<file path="src/design/i2c_motor_command_controller_assert.svh">
// assertion macros shared by the motor command controller
`ifndef I2C_MOTOR_COMMAND_CONTROLLER_ASSERT_SVH
`define I2C_MOTOR_COMMAND_CONTROLLER_ASSERT_SVH

// same-cycle implication, checked outside reset
`define IMCC_ASSERT_IMPLY(label, clk, rst, ante, cons) \
  label: assert property (@(posedge clk) disable iff (rst) (ante) |-> (cons)) \
    else $error("imcc same-cycle check failed");

// next-cycle implication, checked outside reset
`define IMCC_ASSERT_NEXT(label, clk, rst, ante, cons) \
  label: assert property (@(posedge clk) disable iff (rst) (ante) |=> (cons)) \
    else $error("imcc next-cycle check failed");

`endif

</file>
<file path="src/design/imcc_pkg.sv">
// types, codes and reset constants of the motor command controller
`timescale 1ns / 1ps

package imcc_pkg;

  // command buffer depth default
  localparam int CMD_DEPTH_DEFAULT = 4;

  // register file addressing
  localparam int ADDR_W = 5;
  localparam int DATA_W = 32;

  // register indexes
  localparam logic [2:0] REG_DEVICE_ID     = 3'd0;
  localparam logic [2:0] REG_SLOW_BLINK    = 3'd1;
  localparam logic [2:0] REG_FAST_BLINK    = 3'd2;
  localparam logic [2:0] REG_BATT_THRESH   = 3'd3;
  localparam logic [2:0] REG_SAMPLE_PERIOD = 3'd4;
  localparam logic [2:0] REG_LONG_PRESS    = 3'd5;

  // register reset values
  localparam logic [6:0]  DEVICE_ID_RST     = 7'h0f;
  localparam logic [15:0] SLOW_BLINK_RST    = 16'd500;
  localparam logic [15:0] FAST_BLINK_RST    = 16'd200;
  localparam logic [9:0]  BATT_THRESH_RST   = 10'd600;
  localparam logic [15:0] SAMPLE_PERIOD_RST = 16'd5000;
  localparam logic [15:0] LONG_PRESS_RST    = 16'd3000;

  // first LED toggle time after reset
  localparam logic [31:0] LED_DEADLINE_RST = 32'd500;

  // event codes
  localparam logic [2:0] OP_TICK     = 3'd0;
  localparam logic [2:0] OP_WR_ADDR  = 3'd1;
  localparam logic [2:0] OP_WR_BYTE  = 3'd2;
  localparam logic [2:0] OP_RD_ADDR  = 3'd3;
  localparam logic [2:0] OP_RD_BYTE  = 3'd4;
  localparam logic [2:0] OP_STOP     = 3'd5;
  localparam logic [2:0] OP_SAMPLE   = 3'd6;

  // command codes
  localparam logic [7:0] CMD_IDENTIFY  = 8'h00;
  localparam logic [7:0] CMD_BATTERY   = 8'h01;
  localparam logic [7:0] CMD_UPTIME    = 8'h02;
  localparam logic [7:0] CMD_POWER_OFF = 8'h0f;
  localparam logic [7:0] CMD_PHASE_A0  = 8'h10;
  localparam logic [7:0] CMD_PHASE_A1  = 8'h11;
  localparam logic [7:0] CMD_DUTY_A    = 8'h12;
  localparam logic [7:0] CMD_PHASE_B0  = 8'h20;
  localparam logic [7:0] CMD_PHASE_B1  = 8'h21;
  localparam logic [7:0] CMD_DUTY_B    = 8'h22;
  localparam logic [7:0] CMD_FRONT0    = 8'h30;
  localparam logic [7:0] CMD_FRONT1    = 8'h31;
  localparam logic [7:0] CMD_BACK0     = 8'h32;
  localparam logic [7:0] CMD_BACK1     = 8'h33;

  // number of reply bytes
  localparam logic [2:0] REPLY_BYTES = 3'd4;

  // configuration as seen by the core
  typedef struct packed {
    logic [6:0]  device_id;
    logic [15:0] slow_blink_ms;
    logic [15:0] fast_blink_ms;
    logic [9:0]  battery_threshold;
    logic [15:0] sample_period_ms;
    logic [15:0] long_press_ms;
  } cfg_t;

  // one input event
  typedef struct packed {
    logic [2:0] operation;
    logic [7:0] data_byte;
    logic [9:0] battery_sample;
    logic       switch_level;
  } event_t;

  // one result
  typedef struct packed {
    logic [7:0] read_byte;
    logic       phase_a;
    logic       phase_b;
    logic [7:0] duty_a_out;
    logic [7:0] duty_b_out;
    logic       front_out;
    logic       back_out;
    logic       led_out;
    logic       power_hold;
    logic       sample_request;
  } result_t;

  // output latches
  typedef struct packed {
    logic [7:0] duty_a;
    logic [7:0] duty_b;
    logic       phase_a;
    logic       phase_b;
    logic       front;
    logic       back;
    logic       led;
    logic       power_hold;
  } latch_t;

  localparam latch_t LATCH_RST = '{duty_a: 8'd0, duty_b: 8'd0, phase_a: 1'b0,
                                   phase_b: 1'b0, front: 1'b0, back: 1'b0,
                                   led: 1'b0, power_hold: 1'b1};

endpackage

</file>
<file path="src/design/i2c_motor_command_controller.sv">
// Motor command controller fed by I2C client events, ticks and battery samples.
//
// Event channel: event_valid/event_stall/event_data carry one event request
// (tick, write address, write byte, read address, read byte, stop, sample).
// Result channel: result_valid/result_stall/result_data return exactly one
// result request per event: the reply byte, the motor, lamp, LED and power
// latches after the event, and the sample request flag.
// An event taken into the input register is processed by the core as it
// moves on, and its result is then offered from the result register.
// Throughput is one event per cycle while the receiver does not stall,
// limited only by the single update pass of the core between the input
// register and the result register. When the receiver stalls, the result
// register holds; one more event waits in the input register, after which
// event_stall rises. Synchronous reset clears both registers, the
// controller state and loads the register defaults. The register port
// writes in the access phase, pready is always high; the user must change
// registers only while idle, which the block itself does not enforce.
`timescale 1ns / 1ps

module i2c_motor_command_controller
  import imcc_pkg::*;
#(
  parameter int CMD_DEPTH = CMD_DEPTH_DEFAULT
) (
  input  logic              clk,
  input  logic              rst,
  input  logic              event_valid,
  output logic              event_stall,
  input  event_t            event_data,
  output logic              result_valid,
  input  logic              result_stall,
  output result_t           result_data,
  input  logic              psel,
  input  logic              penable,
  input  logic              pwrite,
  input  logic [ADDR_W-1:0] paddr,
  input  logic [DATA_W-1:0] pwdata,
  output logic [DATA_W-1:0] prdata,
  output logic              pready
);

`include "i2c_motor_command_controller_assert.svh"

  cfg_t    cfg;
  logic    held_valid;
  event_t  held_item;
  logic    move;
  result_t core_result;

  assign pready      = 1'b1;
  assign move        = held_valid & ~(result_valid & result_stall);
  assign event_stall = held_valid & result_valid & result_stall;

  // configuration registers
  imcc_regs u_regs (
    .clk     (clk),
    .rst     (rst),
    .psel    (psel),
    .penable (penable),
    .pwrite  (pwrite),
    .paddr   (paddr),
    .pwdata  (pwdata),
    .prdata  (prdata),
    .cfg     (cfg)
  );

  // event processing
  imcc_core #(
    .CMD_DEPTH (CMD_DEPTH)
  ) u_core (
    .clk    (clk),
    .rst    (rst),
    .fire   (move),
    .item   (held_item),
    .cfg    (cfg),
    .result (core_result)
  );

  // input register
  always_ff @(posedge clk) begin
    if (rst) begin
      held_valid <= 1'b0;
    end else if (event_valid && !event_stall) begin
      held_valid <= 1'b1;
    end else if (move) begin
      held_valid <= 1'b0;
    end
  end

  always_ff @(posedge clk) begin
    if (event_valid && !event_stall) begin
      held_item <= event_data;
    end
  end

  // result register
  always_ff @(posedge clk) begin
    if (rst) begin
      result_valid <= 1'b0;
    end else if (move) begin
      result_valid <= 1'b1;
    end else if (!result_stall) begin
      result_valid <= 1'b0;
    end
  end

  always_ff @(posedge clk) begin
    if (move) begin
      result_data <= core_result;
    end
  end

  // checks
  `IMCC_ASSERT_IMPLY(a_stall_needs_held, clk, rst, event_stall, held_valid && result_valid)
  `IMCC_ASSERT_NEXT(a_move_gives_result, clk, rst, move, result_valid)
  `IMCC_ASSERT_IMPLY(a_off_led_dark, clk, rst, result_valid && !result_data.power_hold,
                     !result_data.led_out)

endmodule

</file>
<file path="src/design/imcc_regs.sv">
// configuration register file behind the bus port
`timescale 1ns / 1ps

module imcc_regs
  import imcc_pkg::*;
(
  input  logic              clk,
  input  logic              rst,
  input  logic              psel,
  input  logic              penable,
  input  logic              pwrite,
  input  logic [ADDR_W-1:0] paddr,
  input  logic [DATA_W-1:0] pwdata,
  output logic [DATA_W-1:0] prdata,
  output cfg_t              cfg
);

  logic       wr_en;
  logic [2:0] index;

  assign wr_en = psel & penable & pwrite;
  assign index = paddr[ADDR_W-1:2];

  // register writes
  always_ff @(posedge clk) begin
    if (rst) begin
      cfg.device_id         <= DEVICE_ID_RST;
      cfg.slow_blink_ms     <= SLOW_BLINK_RST;
      cfg.fast_blink_ms     <= FAST_BLINK_RST;
      cfg.battery_threshold <= BATT_THRESH_RST;
      cfg.sample_period_ms  <= SAMPLE_PERIOD_RST;
      cfg.long_press_ms     <= LONG_PRESS_RST;
    end else if (wr_en) begin
      case (index)
        REG_DEVICE_ID:     cfg.device_id         <= pwdata[6:0];
        REG_SLOW_BLINK:    cfg.slow_blink_ms     <= pwdata[15:0];
        REG_FAST_BLINK:    cfg.fast_blink_ms     <= pwdata[15:0];
        REG_BATT_THRESH:   cfg.battery_threshold <= pwdata[9:0];
        REG_SAMPLE_PERIOD: cfg.sample_period_ms  <= pwdata[15:0];
        REG_LONG_PRESS:    cfg.long_press_ms     <= pwdata[15:0];
        default: ;
      endcase
    end
  end

  // read mux
  always_comb begin
    case (index)
      REG_DEVICE_ID:     prdata = {25'd0, cfg.device_id};
      REG_SLOW_BLINK:    prdata = {16'd0, cfg.slow_blink_ms};
      REG_FAST_BLINK:    prdata = {16'd0, cfg.fast_blink_ms};
      REG_BATT_THRESH:   prdata = {22'd0, cfg.battery_threshold};
      REG_SAMPLE_PERIOD: prdata = {16'd0, cfg.sample_period_ms};
      REG_LONG_PRESS:    prdata = {16'd0, cfg.long_press_ms};
      default:           prdata = '0;
    endcase
  end

endmodule

</file>
<file path="src/design/imcc_core.sv">
// controller state and the per-event update logic
`timescale 1ns / 1ps

module imcc_core
  import imcc_pkg::*;
#(
  parameter int CMD_DEPTH = CMD_DEPTH_DEFAULT
) (
  input  logic    clk,
  input  logic    rst,
  input  logic    fire,
  input  event_t  item,
  input  cfg_t    cfg,
  output result_t result
);

  localparam int IDX_W = $clog2(CMD_DEPTH);
  localparam int CNT_W = $clog2(CMD_DEPTH + 1);

  // state
  logic [31:0]      uptime;
  logic [7:0]       cmd [CMD_DEPTH];
  logic [CNT_W-1:0] rx_count;
  logic [31:0]      reply_word;
  logic [2:0]       reply_index;
  logic [31:0]      led_deadline;
  logic             battery_low;
  logic [9:0]       battery_value;
  logic [31:0]      sample_deadline;
  logic [31:0]      press_deadline;
  logic             switch_before;
  latch_t           latches;

  // next values
  logic [31:0]      uptime_next;
  logic [CNT_W-1:0] rx_count_next;
  logic [31:0]      reply_word_next;
  logic [2:0]       reply_index_next;
  logic [31:0]      led_deadline_next;
  logic             battery_low_next;
  logic [9:0]       battery_value_next;
  logic [31:0]      sample_deadline_next;
  logic [31:0]      press_deadline_next;
  logic             switch_before_next;
  latch_t           latches_next;
  logic             cmd_we;
  logic [7:0]       rd;
  logic             req;
  logic [31:0]      uptime_inc;
  logic [15:0]      blink_period;

  assign uptime_inc   = uptime + 32'd1;
  assign blink_period = battery_low ? cfg.fast_blink_ms : cfg.slow_blink_ms;

  // event decode and state update
  always_comb begin
    uptime_next          = uptime;
    rx_count_next        = rx_count;
    reply_word_next      = reply_word;
    reply_index_next     = reply_index;
    led_deadline_next    = led_deadline;
    battery_low_next     = battery_low;
    battery_value_next   = battery_value;
    sample_deadline_next = sample_deadline;
    press_deadline_next  = press_deadline;
    switch_before_next   = switch_before;
    latches_next         = latches;
    cmd_we               = 1'b0;
    rd                   = 8'd0;
    req                  = 1'b0;
    if (latches.power_hold) begin
      case (item.operation)
        OP_TICK: begin
          uptime_next = uptime_inc;
          // led blink
          if (uptime_inc >= led_deadline) begin
            led_deadline_next = led_deadline + {16'd0, blink_period};
            latches_next.led  = ~latches.led;
          end
          // periodic sample request
          if (sample_deadline <= uptime_inc) begin
            sample_deadline_next = uptime_inc + {16'd0, cfg.sample_period_ms};
            req                  = 1'b1;
          end
          // switch edge or long press
          if (item.switch_level != switch_before) begin
            switch_before_next = item.switch_level;
            if (!item.switch_level) begin
              press_deadline_next = uptime_inc + {16'd0, cfg.long_press_ms};
            end
          end else if (!item.switch_level && uptime_inc >= press_deadline) begin
            latches_next.led        = 1'b0;
            latches_next.power_hold = 1'b0;
          end
        end
        OP_WR_ADDR: begin
          rx_count_next = '0;
        end
        OP_WR_BYTE: begin
          if (rx_count < CNT_W'(CMD_DEPTH)) begin
            cmd_we        = 1'b1;
            rx_count_next = rx_count + CNT_W'(1);
          end
        end
        OP_RD_BYTE: begin
          if (reply_index < REPLY_BYTES) begin
            rd               = 8'(reply_word >> {reply_index[1:0], 3'b000});
            reply_index_next = reply_index + 3'd1;
          end
        end
        OP_STOP: begin
          if (rx_count != '0) begin
            reply_index_next = 3'd0;
            case (cmd[0])
              CMD_IDENTIFY:  reply_word_next = {25'd0, cfg.device_id};
              CMD_BATTERY:   reply_word_next = {22'd0, battery_value};
              CMD_UPTIME:    reply_word_next = uptime;
              CMD_POWER_OFF: begin
                latches_next.led        = 1'b0;
                latches_next.power_hold = 1'b0;
              end
              CMD_PHASE_A0:  latches_next.phase_a = 1'b0;
              CMD_PHASE_A1:  latches_next.phase_a = 1'b1;
              CMD_DUTY_A:    latches_next.duty_a  = cmd[1];
              CMD_PHASE_B0:  latches_next.phase_b = 1'b0;
              CMD_PHASE_B1:  latches_next.phase_b = 1'b1;
              CMD_DUTY_B:    latches_next.duty_b  = cmd[1];
              CMD_FRONT0:    latches_next.front   = 1'b0;
              CMD_FRONT1:    latches_next.front   = 1'b1;
              CMD_BACK0:     latches_next.back    = 1'b0;
              CMD_BACK1:     latches_next.back    = 1'b1;
              default: ;
            endcase
          end
        end
        OP_SAMPLE: begin
          battery_value_next = item.battery_sample;
          battery_low_next   = item.battery_sample < cfg.battery_threshold;
        end
        default: ;
      endcase
    end
  end

  // state registers
  always_ff @(posedge clk) begin
    if (rst) begin
      uptime          <= '0;
      rx_count        <= '0;
      reply_word      <= '0;
      reply_index     <= '0;
      led_deadline    <= LED_DEADLINE_RST;
      battery_low     <= 1'b0;
      battery_value   <= '0;
      sample_deadline <= '0;
      press_deadline  <= '0;
      switch_before   <= 1'b1;
      latches         <= LATCH_RST;
    end else if (fire) begin
      uptime          <= uptime_next;
      rx_count        <= rx_count_next;
      reply_word      <= reply_word_next;
      reply_index     <= reply_index_next;
      led_deadline    <= led_deadline_next;
      battery_low     <= battery_low_next;
      battery_value   <= battery_value_next;
      sample_deadline <= sample_deadline_next;
      press_deadline  <= press_deadline_next;
      switch_before   <= switch_before_next;
      latches         <= latches_next;
    end
  end

  // command byte buffer
  always_ff @(posedge clk) begin
    if (rst) begin
      for (int i = 0; i < CMD_DEPTH; i++) begin
        cmd[i] <= 8'd0;
      end
    end else if (fire && cmd_we) begin
      cmd[rx_count[IDX_W-1:0]] <= item.data_byte;
    end
  end

  // result assembly
  assign result = '{read_byte:      rd,
                    phase_a:        latches_next.phase_a,
                    phase_b:        latches_next.phase_b,
                    duty_a_out:     latches_next.duty_a,
                    duty_b_out:     latches_next.duty_b,
                    front_out:      latches_next.front,
                    back_out:       latches_next.back,
                    led_out:        latches_next.led,
                    power_hold:     latches_next.power_hold,
                    sample_request: req};

endmodule
</file>
<file path="config.mk">
export PLATFORM = sky130hd
export DESIGN_NAME = i2c_motor_command_controller
export DESIGN_NICKNAME = d
export VERILOG_FILES = /design/src/design/imcc_pkg.sv /design/src/design/i2c_motor_command_controller.sv /design/src/design/imcc_regs.sv /design/src/design/imcc_core.sv
export VERILOG_INCLUDE_DIRS = /design/src /design/src/design
export SDC_FILE = /design/constraint.sdc
export NUM_CORES = 1
export LEC_CHECK = 0
export BUFFER_PORTS_ARGS = -buffer_cell sky130_fd_sc_hd__buf_2
export CAP_MARGIN = 20
export CORE_MARGIN = 10
export CORE_UTILIZATION = 61
export CTS_CLUSTER_SIZE = 14
export DETAILED_ROUTE_END_ITERATION = 16
export GPL_TIMING_DRIVEN = 0
export HOLD_SLACK_MARGIN = 0.02
export PLACE_DENSITY_LB_ADDON = 0.12
export SETUP_SLACK_MARGIN = 0.3
export SYNTH_ARGS = -nofsm -noshare
export SYNTH_HDL_FRONTEND = slang
export SYNTH_HIERARCHICAL = 1
export SYNTH_SLANG_ARGS = --single-unit
</file>
<file path="constraint.sdc">
create_clock -name clk -period 7.2 [get_ports clk]
set_clock_uncertainty 0.2 [all_clocks]
set_input_delay 0.72 -clock clk [delete_from_list [all_inputs] [get_ports clk]]
set_output_delay 0.72 -clock clk [all_outputs]
set_load 0.1 [all_outputs]
</file>
After elaboration in Yosys (flattened, before gate mapping)
Memories as Yosys holds them, arrays and structs flattened. Cells that the tools add are included.

Shift-type cells: 1. Bitwise operators: 9. $add $sub $neg: 6. Eq/ne operators: 28. Muxes and demuxes: 38. Reduce and logical (&&, ||, !) cells: 31. Order comparisons: 6.

Operators with widths (number): $add 32x16->32 (3); $pmux 16 s6 (1); $pmux 32 s3 (1); $ge 32x32->1 (2); $eq 8x6->1 const B (7); $mux 22 (2); $add 32x1->32 const B (1); $le 32x32->1 (1); $shr 32x5->8 (1); $eq 8x5->1 const B (3); $mux 8 (3); $mux 20 (1); $mux 16 (1); $reduce_and 4->1 (4); $eq 3x3->1 const B (5); $mux 1 (15); $reduce_and 5->1 (3); $reduce_and 2->1 (7); $pmux 3 s2 (2); $lt 10x10->1 (1); $eq 3x2->1 const B (3); $mux 3 (3); $reduce_and 3->1 (3); $eq 8x1->1 const B (1); 19 further kinds (45).

Flip-flop bits (word level): 336. Input port bits: 66. Memories: 1. Logic and storage cells: 160. Bits in writable memories: 32. Output and inout bits: 66.

Memories: u_core.cmd (words 4, width 8, rd ports 2, clocked after memory_dff 0, wr ports 4, line imcc_core.sv:22) `logic [7:0] cmd [CMD_DEPTH];`.

Depth between registers and ports, before layout
Depth in word-level cells: 10. Depth in mapped cells: 19. Depth with buffers taken out: 16.

By module
The synthesis kept the hierarchy.

By module, submodules not included: imcc_core (times used 1, seq. area each 4484.3 sq um, cells each 1879, area each 15265.9 sq um); imcc_regs (times used 1, seq. area each 1621.6 sq um, cells each 455, area each 4061.4 sq um); i2c_motor_command_controller (times used 1, seq. area each 1631.6 sq um, cells each 65, area each 1689.1 sq um).

Worst setup path before layout
No wires, ideal clock.

Path kind: in2out. Start point: input paddr[2]. End point: output prdata[6]. Slack: 1.601 ns. Cell stages on the path: 5. Data arrival time: 4.679 ns. Cell sequence: buf_6 > buf_6 > buf_6 > inv_1 > o311ai_0.

Word-level cells in the longest chain between the ends: 2.

RTL lines: start, declared (line i2c_motor_command_controller.sv:36) `input logic [ADDR_W-1:0] paddr,`; $eq 3x3->1 (tied with other cells) (line imcc_regs.sv:48) `case (index)`; $pmux 16 s6 (*) (line imcc_regs.sv:48); end, declared (line i2c_motor_command_controller.sv:38) `output logic [DATA_W-1:0] prdata,`.

Every way passes the cells marked *; elsewhere a longest branch is shown, timed or not.

Worst setup path after layout
Start point: register u_core.uptime[0]. End point: register u_core.sample_deadline[23].

Word-level cells in the longest chain between the ends: 3.

RTL lines: start, declared (line imcc_core.sv:21) `logic [31:0] uptime;`; start signal, assigned (line imcc_core.sv:160) `uptime <= uptime_next;`; $add 32x1->32 (*) (line imcc_core.sv:52) `assign uptime_inc = uptime + 32'd1;`; $le 32x32->1 (line imcc_core.sv:81) `if (sample_deadline <= uptime_inc) begin`; $reduce_and 4->1 (no line); end signal, assigned (line imcc_core.sv:167) `sample_deadline <= sample_deadline_next;`; end, declared (line imcc_core.sv:29) `logic [31:0] sample_deadline;`.

Marks and branches as above. A chain may end at the register's enable or synchronous reset.

==> flow_summary.json <==
{
  "drive_gt1_share_pct": 12.6,
  "vias": 19123,
  "pre_cts_ws_ns": 0.980,
  "start_util_pct": 62.2,
  "globalplace.congestion": 0.969,
  "viasPerCell": 6.30,
  "avgSynthCellArea_sq_um": 8.76,
  "hold_viol_final": 0,
  "io_buffers": 94,
  "numCtsBuffers": 40,
  "grt_pass1_vias": 18634,
  "postSynthCellCount": 2399,
  "vdd_drop_max_uv": 234,
  "drt_iter0_markers": 2016,
  "postCtsSetupRepairBufs": 0,
  "die_h_um": 206,
  "end_kind": "flip-flop",
  "rows": 67,
  "max_slew_margin_pct": 28.9,
  "crit_family": "simple AND/OR/NAND/NOR gates",
  "synth_top_area_share_pct": 27.0,
  "finalCritPeriodShare_pct": 90.1,
  "synthFlopType": "dfxtp_1",
  "finalPower_mw": 4.61,
  "synth_seq_cells": 352,
  "drc": 0,
  "hold_class": "primary input to flip-flop",
  "grt_max_degree": 28,
  "yosysTopAreaCell": "dfxtp_1",
  "dieArea_sq_um": 42300,
  "ys_warn_count": 6,
  "clk_pin_slew_worst_paths_ns": 0.07,
  "critPathSlowestCell": "dfxtp_1",
  "ctsHoldBuffers": 0,
  "cts_tree": "built",
  "rsz0062_at_grt": "false",
  "max_stage_delay_ns": 0.64,
  "seq_area_frac_synth_pct": 36.8,
  "clk_path_buf_depth": 3,
  "antenna_left": 0,
  "synth_edf_count": 69,
  "powerDensity_nw_per_um2": 195,
  "syn_area_sq_um": 21000,
  "status": "finished clean",
  "dr.pass1.iters": 6,
  "finalSetupViolations": 0,
  "final_cell_mix": "dfxtp_1 (283), nor2_1 (205), a21oi_1 (201), nand2_1 (201), ha_1 (158)",
  "grt_pass1_wl_um": 103000,
  "crit_path_cell_trace": "ha_1 > nand3_4 > or4_4 > buf_6 > or4_4 > and2_4 > ha_1 > a2111oi_0 > o221ai_1 > o211ai_1 > nor4bb_1 > o211a_1 > clkbuf_1 > clkbuf_1 > nand3_1 > a21oi_1",
  "final_common_cell": "dfxtp_1",
  "syn_to_final_growth_pct": 12.2,
  "ios": 132,
  "yosysUniqueCellTypes": 107,
  "whs_ns": 0.120,
  "ys_top_cells_by_area": "dfxtp_1 (27%), edfxtp_1 (9.9%), ha_1 (9.4%)",
  "max_freq_ghz": 0.154,
  "die_w_um": 206,
  "clock_latency_ns": 0.57,
  "antenna_found_initial": 0,
  "core_area_sq_um": 33800,
  "fin_nets": 2782,
  "fillers": 2759,
  "cts.repair.resized": 0,
  "cp.required_ns": 7.47,
  "clkSinkCount": 352,
  "crit_path_max_fanout": 10,
  "wl_per_cell_um": 21.9,
  "slew_viol_final": 0,
  "worst_slew_pin_slew_ns": 1.06,
  "num_antenna_cells": 0,
  "start_kind": "flip-flop",
  "routed_wl_um": 66500,
  "grt-ovfl-total": 0,
  "min_period_ns": 6.49,
  "setup_ws_ns": 0.709,
  "root_buffer": "clkbuf_16",
  "worst_ep_arrival_time_ns": 6.76,
  "path_class": "flip-flop to flip-flop",
  "async_flop_share_pct": 0,
  "grt_usage_pct": 30.8,
  "cellLeakagePower_nw": 9.60,
  "critPathBufInv": 3,
  "htree_num_levels": 2,
  "dp_hpwl_um": 50600,
  "drv_cap": 0
}
[power by group]
part	internal (mW)	switching [mW]
sequential	2.03	0.0192
clock	1.30	0.871
combinational	0.0880	0.297
total	3.42	1.19
[worst reg2reg max path, stage by stage, from the launching register on]
cell and delay [ns]:
dfxtp_1 0.64, ha_1 0.44, nand3_4 0.17, or4_4 0.57
buf_6 0.16, or4_4 0.51, and2_4 0.19, ha_1 0.19
a2111oi_0 0.49, o221ai_1 0.23, o211ai_1 0.14, nor4bb_1 0.64
o211a_1 0.26, clkbuf_1 0.53, clkbuf_1 0.58, nand3_1 0.24
a21oi_1 0.21
[area by class of cell]
cell class / count / area [sq um] / share of cell area [%]
timing repair buffer: 99 / 523 / 2.22
sequential: 352 / 7740 / 32.8
tap: 448 / 561 / 2.38
clock inverter: 22 / 275 / 1.17
multi-input combinational: 1776 / 12100 / 51.3
buffer: 151 / 746 / 3.16
inverter: 135 / 507 / 2.15
clock buffer: 52 / 1130 / 4.78
[registers in the layout (all words and copies together), names as in the netlist]
name and cells:
u_core/switch_before 1, u_core/sample_deadline 32, result_data 31, u_core/reply_index 3
u_core/led_deadline 32, u_core/uptime 32, u_core/cmd 16, u_core/press_deadline 32
held_valid 1, u_core/latches 22, result_valid 1, u_core/battery_value 10
u_core/rx_count 3, u_regs/cfg 81, held_item 22, u_core/reply_word 32
u_core/battery_low 1
[cell usage after synthesis (23+ instances only)]
library cell  number
a21o_1            46
a21oi_1          201
and2_1            30
buf_4             28
clkbuf_1          97
dfxtp_1          283
edfxtp_1          69
ha_1             158
inv_1            132
mux2_2            51
mux2i_1           82
nand2_1          201
nand2b_1          31
nand3_1          117
nand4_1           32
nor2_1           206
nor3_1            42
o211ai_1          23
o21ai_0           98
o31ai_1           24
or3_1             23
xnor2_1           57
[routing by layer]
layer / GRT usage [%] / up-vias / wire (um)
met3: 4.43 / 189 / 5030
met1: 40.2 / 9130 / 28100
met2: 49.3 / 863 / 30100
met4: 14.9 / 0 / 3200
li1: - / 8941 / -
met5: 0 / - / 0
[cell families after synthesis]
family                     synth area share [%]
buffers and inverters                      5.96
AOI/OAI and AO/OA                          16.9
DFF                                        36.8
muxes                                      7.50
adders and majority gates                  9.69
other                                    0.0357
and+or+nand+nor                            19.8
xor gates and xnor gates                   3.25
[stage by stage]
step | util (%) | setup TNS [ns] | area [sq um] | instances
2_1_floorplan | - | 0 | 21100 | 2414
3_3_place_gp | 65.4 | -17.86 | 22100 | 2956
3_5_place_dp | 65.6 | 0 | 22200 | 2959
4_1_cts | 69.7 | 0 | 23600 | 3033
5_1_grt | 69.8 | 0 | 23600 | 3035
6_report | 69.8 | 0 | 23600 | 3035
[path summary, 6_finish.rpt]
check                        startpoint                          to  slack (ns)  cells past startpoint
setup / recovery       u_core/uptime[0]  u_core/sample_deadline[23]        0.71                     16
hold / removal            event_data[1]                held_item[1]        0.12                      1
setup reg to reg       u_core/uptime[0]  u_core/sample_deadline[23]        0.71                     16
hold reg to reg   u_core/reply_word[14]       u_core/reply_word[14]        0.25                      2
Note: power is estimated with default switching activity, not from simulation.
